==> src/sv/sri_pkg.sv <==
// ----------------------------------------------------------------------------
// Spectral rolloff index package
// Shared widths, defaults, transfer payload types and scan control type.
// ----------------------------------------------------------------------------
package sri_pkg;

   localparam int BIN_VALUE_W      = 16;
   localparam int RATIO_W          = 16;
   localparam int INDEX_W          = 9;
   localparam int DEF_MAX_BINS     = 512;
   localparam int DEF_BIN_WIDTH    = 16;
   localparam logic [RATIO_W-1:0] RATIO_RESET = 16'd55706;

   typedef struct packed {
      logic [BIN_VALUE_W-1:0] bin_value;
      logic                   last_bin;
   } sri_req_type;

   typedef struct packed {
      logic [INDEX_W-1:0] rolloff_index;
      logic               overflow_flag;
   } sri_rsp_type;

   typedef struct packed {
      logic start;
      logic advance;
   } sri_scan_ctrl_type;

endpackage

==> src/sv/sri_scan.sv <==
// ----------------------------------------------------------------------------
// Spectral rolloff scan datapath
// Threshold product, running sum over stored bins and the exact reach compare.
// ----------------------------------------------------------------------------
module sri_scan
   import sri_pkg::*;
#(
   parameter int MAX_BINS  = DEF_MAX_BINS,
   parameter int BIN_WIDTH = DEF_BIN_WIDTH,
   localparam int PosW = (MAX_BINS > 1) ? $clog2(MAX_BINS) : 1,
   localparam int SumW = BIN_WIDTH + PosW
) (
   input  logic              clock,
   input  sri_scan_ctrl_type ctrl,
   input  logic [SumW-1:0]   total,
   input  logic [RATIO_W-1:0] ratio,
   input  logic [BIN_WIDTH-1:0] rd_data,
   output logic              reach
);

   localparam int ProdW = SumW + RATIO_W;

   logic [ProdW-1:0] threshold_ff;
   logic [ProdW-1:0] threshold_in;
   logic [SumW-1:0]  running_ff;
   logic [SumW-1:0]  running_in;

   always_comb begin
      threshold_in = ProdW'(total) * ProdW'(ratio);
      running_in   = running_ff + SumW'(rd_data);
      reach        = {running_in, RATIO_W'(0)} >= threshold_ff;
   end

   always_ff @(posedge clock) begin
      if (ctrl.start) begin
         threshold_ff <= threshold_in;
         running_ff   <= '0;
      end else if (ctrl.advance) begin
         running_ff <= running_in;
      end
   end

endmodule

==> config.mk <==
export PLATFORM = sky130hd
export DESIGN_NAME = sri_scan
export DESIGN_NICKNAME = d
export VERILOG_FILES = /design/src/sv/sri_pkg.sv /design/src/sv/sri_scan.sv
export SDC_FILE = /design/constraint.sdc
export NUM_CORES = 1
export LEC_CHECK = 0
export BUFFER_PORTS_ARGS = -buffer_cell sky130_fd_sc_hd__buf_4
export CAP_MARGIN = 20
export CORE_ASPECT_RATIO = 0.7
export CORE_MARGIN = 1
export CORE_UTILIZATION = 42
export DETAILED_ROUTE_END_ITERATION = 8
export GPL_TIMING_DRIVEN = 1
export PLACE_DENSITY = 0.58
export SETUP_SLACK_MARGIN = 0.1
export SLEW_MARGIN = 5
export SYNTH_ARGS = -nofsm -noshare
export SYNTH_HDL_FRONTEND = slang
export SYNTH_SLANG_ARGS = --single-unit
==> constraint.sdc <==
create_clock -name clock -period 7.75 [get_ports clock]
set_input_delay 0.775 -clock clock [delete_from_list [all_inputs] [get_ports clock]]
set_output_delay 0.775 -clock clock [all_outputs]
set_load 0.005 [all_outputs]
# --- Word level (Yosys, flattened, before mapping) ---
# Cells that the tools add are included.
# Widths: inputs -> output; s select.
totals:
  ff_bits: 66
  input_bits: 60
  out_inout_bits: 1
  elab_cells: 5
classes:
  add_sub_neg: 1
  n_mul: 1
  magnitude_cmp: 1
ops:
  columns: ["operator", "count"]
  rows:
  - ["$ge 41x41->1", 1]
  - ["$mul 25x16->41", 1]
  - ["$add 25x16->25", 1]

# --- Depth between registers and ports, before layout ---
# Gate-level depths: netlist of the first run.
logic_depth:
  ltp_word: 2
  mapped_depth: 24
  depth_no_buf: 22

# --- Least setup slack after synthesis of the first run ---
# No wires, ideal clock.
synth_timing:
  kind: "input port to flip-flop"
  startpoint: "input port ratio[7]"
  endpoint: "register threshold_ff[40], data pin"
  setup_ns: 0.264
  arrival_ns: 6.202
  required_time_ns: 7.486
  path_slack_ns: 1.284
  path_stages: 22
  n_path_buf: 2
  cell_sequence: "clkbuf_1 -> clkbuf_1 -> nand2_1 -> fa_1 -> inv_1 -> fa_1 -> inv_1 -> fa_1 -> inv_1 -> fa_1 -> fa_1 -> inv_1 -> fa_1 -> inv_1 -> ha_1 -> and3_1 -> nand4_1 -> a2111o_1 -> nand3_1 -> o22ai_1 -> o31ai_1 -> xnor2_1"
synth_between:
  elab_chain_cells: 1
synth_rtl:
  columns: ["item", "line_no", "rtl"]
  rows:
  - ["from (decl)", "sri_scan.sv:16", "input logic [RATIO_W-1:0] ratio,"]
  - ["$mul 25x16->41", "sri_scan.sv:29", "threshold_in = ProdW'(total) * ProdW'(ratio);"]
  - ["net threshold_in[40]", "sri_scan.sv:24", "logic [ProdW-1:0] threshold_in;"]
  - ["to (signal assigned)", "sri_scan.sv:36", "threshold_ff <= threshold_in;"]
  - ["to (decl)", "sri_scan.sv:23", "logic [ProdW-1:0] threshold_ff;"]
# The timed path passes the listed nets, and every way through them passes these cells.
# A chain may end at the register's enable or synchronous reset.

# --- Worst setup path in the final report of the first run ---
# Same ends and word-level chain as after synthesis.

==> summary.md, run 1 <==
| Metric | Value |
|---|---|
| Syn Nets | 2400 |
| Synth unique cells | 60 |
| Layout area overhead | 6.53% |
| F_max | roughly 150 MHz |
| Post-DP HPWL | approximately 32 mm |
| # port buffers | 60 |
| Crit Path Max Fanout | 25 |
| Final Max Slew Viols | 0 |
| Post_cts resized | 0 |
| Postcts setup bufs | 0 |
| Multi-input gate area | around 13000 um2 |
| Worst hold path class | reg2reg |
| GRT Total Usage | between 20% and 30% |
| Via density | slightly above 5 |
| IO Pins | between 60 and 70 |
| CP dominant cell by count | fa_1 |
| Syn Area/Cell | about 8.9 um2 |
| DR DRC count | 0 |
| First-pass GRT wire length | a little under 70 mm |
| Clk slew on worst S/H paths | about 0.05 ns |
| Initial antenna violation count | 0 |
| 1st-iter DRT viols | 562 |
| Worst-Margin Slew | just under 0.8 ns |
| Async SR Flop Fraction | 0% |
| Starting Density | between 40 and 50% |
| Hold-fix buffers, CTS | 0 |
| Antenna Nets Post-Route | 0 |
| Sequential share of the synthesized area | 10.4% |
| CP arrival | between 6 and 7 ns |
| Via count | 12288 |
| TritonCTS Buffers | 9 |
| Post-layout min period | 6.46 ns |
| H-tree depth | 3 |
| Die X-Extent | roughly 240 um |
| Commonest non-fill, non-tap cell in the layout | inv_1 |
| Largest net degree at the start of global routing | 63 |
| Worst Setup SP | ratio[7] |
| Yosys warning total | 0 |
| Antenna cells | 0 |
| Register bit total from synthesis | 66 |
| Max incr delay on CP | approximately 0.56 ns |
| WL/cell | around 17 um |
| Critical Path RT | 7.82 ns |
| Final period util | a little over four fifths |
| RSZ-0062 raised after global routing | false |
| Top_reg_cell synth | edfxtp_1 |
| Crit start category | input port |
| Worst-path cell chain | buf_4, nand2_1, fa_1, inv_1, fa_1, inv_1, fa_1, inv_1, fa_1, fa_1, inv_1, fa_1, inv_1, ha_1, and3_1, nand4_1, a2111o_1, nand3_1, o22ai_1, o31ai_1, xnor2_1 |
| Register Area | about 1700 um2 |
| Reg2reg setup slack | 5.01 ns |
| CTS tree | done |
| Die span in y | around 170 um |
| Layout Skew | roughly 0.010 ns |
| TNS Setup | 0 ns |
| Layout Utilization | 45.8% |
| Grt ovf | 0 |
| Worst Setup End Kind | register |
| Syn Inst Count | ~1900 |
| Vias in the first global route | 13237 |
| Fin nets | 2391 |
| GPL Wtd Cong | 0.823 |
| FF-to-FF Start | running_ff[0] |
| Fillers | around 3800 |
| Slowest cell on crit path | fa_1 |
| Die area | a little over 40000 um2 |
| Most frequent cells in the layout | 397 x inv_1, 321 x fa_1, 262 x nand2_1 |
| HP Start | running_ff[5] |
| Run status | complete, no violations |
| Clock root buffer | clkbuf_16 |
| Relative slew slack | between 40% and 50% |
| Clock sink count | 66 |
| Fraction of layout cells with a size suffix above 1 | under 10% |
| Clock tree buffer depth | 2 |
| Core area | roughly 39000 um2 |
| Post-synthesis cell area | around 17000 um2 |
| Final wirelength | between 40 and 50 mm |
| Max cap viols | 0 |
| Clock latency on the worst-skew pair | approximately 0.32 ns |
| DRT Pass-1 Iters | 7 |
| Final Hold Viols | 0 |
| Setup Viol. Count Final | 0 |
| # rows | 60 |
| Number of synthesized flops with an enable pin | between 40 and 50 |
| CP Class | in2reg |
-- final timing paths --
path	to	cells past startpoint
max	threshold_ff[40]	21
min	running_ff[5]	2
max reg2reg	running_ff[18]	10
min reg2reg	running_ff[5]	2
-- state kept, by name (all words and copies together), names as in the netlist --
signal,cells
running_ff,25
threshold_ff,41
-- synthesized netlist by cell type (all sizes together) (17+ instances only) --
cell / count / area (um2)
fa: 321 / 6430
nand4: 17 / 106
a21o: 30 / 225
edfxtp: 41 / 1230
nor2: 50 / 188
ha: 154 / 1930
xor2: 17 / 149
o21ai: 37 / 189
dfxtp: 25 / 500
nand2: 262 / 983
and2: 173 / 1080
a21oi: 65 / 340
xnor2: 45 / 394
clkbuf: 77 / 289
nand3: 22 / 110
inv: 397 / 1490
-- final cells by class --
| type | count | share of cell area, % |
|---|---|---|
| Inverter | 397 | 8.40 |
| Tap cell | 527 | 3.72 |
| Clock buffer | 11 | 1.31 |
| Sequential cell | 66 | 9.76 |
| Timing Repair Buffer | 61 | 2.58 |
| Clock inverter | 4 | 0.247 |
| Multi-Input combinational cell | 1321 | 74.0 |
-- critical path: cells and delay by family --
family	cells	cell delay [ns]
xor+xnor	1	0.11
simple gates	4	0.73
buf+inv	6	0.55
compound gates	3	1.00
fa+ha+maj	7	3.36
-- stage by stage --
| stage | area (um2) | setup WS [ns] | hold slack, ns | instances |
|---|---|---|---|---|
| 3_5_place_dp | 17500 | 1.03 | 0.489 | 2372 |
| 2_1_floorplan | 16700 | 1.28 | 0.465 | 1865 |
| 4_1_cts | 17700 | 1.37 | 0.509 | 2387 |
| 6_report | 17700 | 1.29 | 0.505 | 2387 |
| 5_1_grt | 17700 | 1.01 | 0.530 | 2387 |
| 3_3_place_gp | 17500 | 1.06 | 0.482 | 2372 |
-- layer usage --
layer / routed length [um] / track usage (%) / vias to the layer above
li1: - / - / 5700
met3: 2620 / 3.91 / 32
met1: 18900 / 30.5 / 6196
met2: 18100 / 34.5 / 360
met5: 0 / 0 / -
met4: 399 / 2.74 / 0
-- kinds of logic (layout without fill, tap and decap cells) --
group | count (synthesis) | in the layout | synth area share [%]
and+or+nand+nor | 572 | 572 | 16.7
buffers and inverters | 478 | 473 | 10.8
adders and majority gates | 475 | 475 | 50.1
AOI/OAI and AO/OA | 194 | 194 | 7.65
DFF | 66 | 66 | 10.4
xor gates and xnor gates | 62 | 62 | 3.26
muxes | 18 | 18 | 1.11
Power of run 1 is not shown: default switching activity piles up to over one toggle a cycle in this logic, so the estimate is an artifact.
==> run 2, diff against run 1 <==
--- a/config.mk
+++ b/config.mk
@@ -12,7 +12,7 @@
 export CORE_UTILIZATION = 42
 export DETAILED_ROUTE_END_ITERATION = 8
 export GPL_TIMING_DRIVEN = 1
-export PLACE_DENSITY = 0.58
+export PLACE_DENSITY = 0.6
 export SETUP_SLACK_MARGIN = 0.1
 export SLEW_MARGIN = 5
 export SYNTH_ARGS = -nofsm -noshare
==> constraint.sdc (replaced) <==
create_clock -name clock -period 5.5 [get_ports clock]
set_input_delay 0.55 -clock clock [delete_from_list [all_inputs] [get_ports clock]]
set_output_delay 0.55 -clock clock [all_outputs]
set_load 0.005 [all_outputs]
==> run 2 against run 1 <==
The run now ends with negative setup slack left. Flip-flop and latch count stayed put. Register-to-register slack worse by 2.3 ns. Worst hold slack worse by 0.0026 ns. Critical path type unchanged.
==> summary.md, run 2 (same netlist as run 1, synthesis figures left out) <==
| Metric | Value |
|---|---|
| Run status | finished, violations left |
| Violated checks | negative setup slack |
| CP arrival | 5.71 ns |
| Setup Viol. Count Final | 9 |
| Clock sink count | 66 |
| Final setup margin | -0.156 ns |
| Core area | slightly below 40000 um2 |
| Post-layout min period | between 5 and 6 ns |
| Worst hold path class | reg2reg |
| Hold-fix buffers, CTS | 0 |
| Starting Density | a little over two fifths |
| GRT Total Usage | between 20% and 30% |
| DRT Pass-1 Iters | 5 |
| WL/cell | between 15 and 20 um |
| Most frequent cells in the layout | 379 x inv_1, 300 x fa_1, 251 x nand2_1 |
| Layout area overhead | 25.3% |
| Die span in y | approximately 170 um |
| CTS tree | done |
| Layout Utilization | 53.9% |
| Number of flip-flops in the largest register | 41 |
| Antenna cells | 0 |
| Fin nets | 2628 |
| Clk slew on worst S/H paths | ~0.060 ns |
| Top Registers | threshold_ff: 41 flops, running_ff: 25 flops |
| F_max | ~180 MHz |
| IO Pins | 61 |
| CP Class | in2reg |
| Final Max Slew Viols | 0 |
| Via count | ~13000 |
| 1st-iter DRT viols | 639 |
| # rows | 60 |
| Fraction of layout cells with a size suffix above 1 | 22.7% |
| Met3 routed WL | between 1 and 1.5 mm |
| Initial antenna violation count | 0 |
| RSZ-0062 raised after global routing | true |
| M1 WL | between 15 and 20 mm |
| # port buffers | 60 |
| Max cap viols | 0 |
| Clock tree buffer depth | 2 |
| Max Used Layer | met4 |
| Vias in the first global route | between 10000 and 15000 |
| GPL Wtd Cong | between 0.8 and 0.9 |
| TritonCTS Buffers | 9 |
| Antenna Nets Post-Route | 0 |
| Die area | roughly 40000 um2 |
| First-pass GRT wire length | approximately 69 mm |
| Final period util | 103% |
| DR DRC count | 0 |
| Relative slew slack | between 60% and 70% |
| Grt ovf | 0 |
| Final Hold Viols | 0 |
| Crit start category | input port |
| Crit Path Max Fanout | 10 |
| Layout Skew | between 0.006 and 0.007 ns |
| H-tree depth | 3 |
| Worst-Margin Slew | 0.574 ns |
| Commonest non-fill, non-tap cell in the layout | inv_1 |
| Via density | between 4 and 5 |
| Final wirelength | approximately 40 mm |
| Critical Path RT | about 5.6 ns |
| Post-DP HPWL | roughly 34 mm |
| Clock root buffer | clkbuf_16 |
| Largest net degree at the start of global routing | 45 |
| DR WL met2 | between 15 and 20 mm |
| Die X-Extent | ~240 um |
| Clock latency on the worst-skew pair | about 0.34 ns |
| Reg with most FFs | threshold_ff |
| Worst Setup End Kind | register |
-- run 2: cell count changes in the layout (fill, tap and decap cells not counted), sizes merged --
cell	change
buf	+236
bufinv	-1
clkinv	+1
clkinvlp	+1
inv	+1
-- run 2: critical path, stage by stage --
cell      delay, ns
buf_6          0.13
and2_4         0.15
fa_1           0.52
inv_1          0.05
fa_1           0.46
fa_1           0.50
inv_2          0.04
fa_2           0.49
fa_1           0.55
inv_1          0.05
fa_1           0.52
inv_2          0.05
ha_4           0.29
nand2_2        0.05
o21ai_2        0.18
a31oi_2        0.13
or3_4          0.39
nand3_4        0.11
o22ai_4        0.12
o211ai_1       0.24
o311ai_2       0.13
-- run 2: repair_timing --
item / 4_1_cts / 5_1_grt
pin swaps: 80 / 71
buffers inserted: 18 / 19
endpoints found under the setup margin: 23 / 22
gates cloned: 1 / 1
resized for setup: 154 / 100
-- run 2: cell type report --
type                    instances  area (um2)
well taps                     527         659
fillers                      3638       17900
repair buffers                298        2740
clock inverters                 6        32.5
clock buffers                  10         229
multi-input cells            1321       14000
inverters                     397        1490
flip-flops and latches         66        1730
-- run 2: metrics by stage --
step | TNS (ns) | setup WS [ns] | instance area, um2 | hold WS, ns | instances
2_1_floorplan | -2.21 | -0.219 | 17000 | 0.465 | 1865
3_3_place_gp | -10.73 | -0.642 | 19200 | 0.480 | 2572
3_5_place_dp | -11.32 | -0.745 | 19200 | 0.499 | 2572
4_1_cts | -0.716 | -0.174 | 20400 | 0.514 | 2607
5_1_grt | -2.80 | -0.322 | 20900 | 0.549 | 2625
6_report | -0.445 | -0.156 | 20900 | 0.503 | 2625
-- run 2: path summary, 6_finish.rpt --
check	start	depth (start not counted)	slack, ns	to
setup / recovery	total[10]	21	-0.16	threshold_ff[38]
hold / removal	running_ff[2]	2	0.50	running_ff[2]
setup reg to reg	running_ff[0]	10	2.76	running_ff[18]
hold reg to reg	running_ff[2]	2	0.50	running_ff[2]
-- run 2: layer usage --
metal	vias to the layer above	global-route usage, %
met5	-	0
li1	6191	-
met1	6603	29.9
met4	0	2.41
met3	28	2.19
met2	203	35.9
Power of run 2 is left out for the same reason.
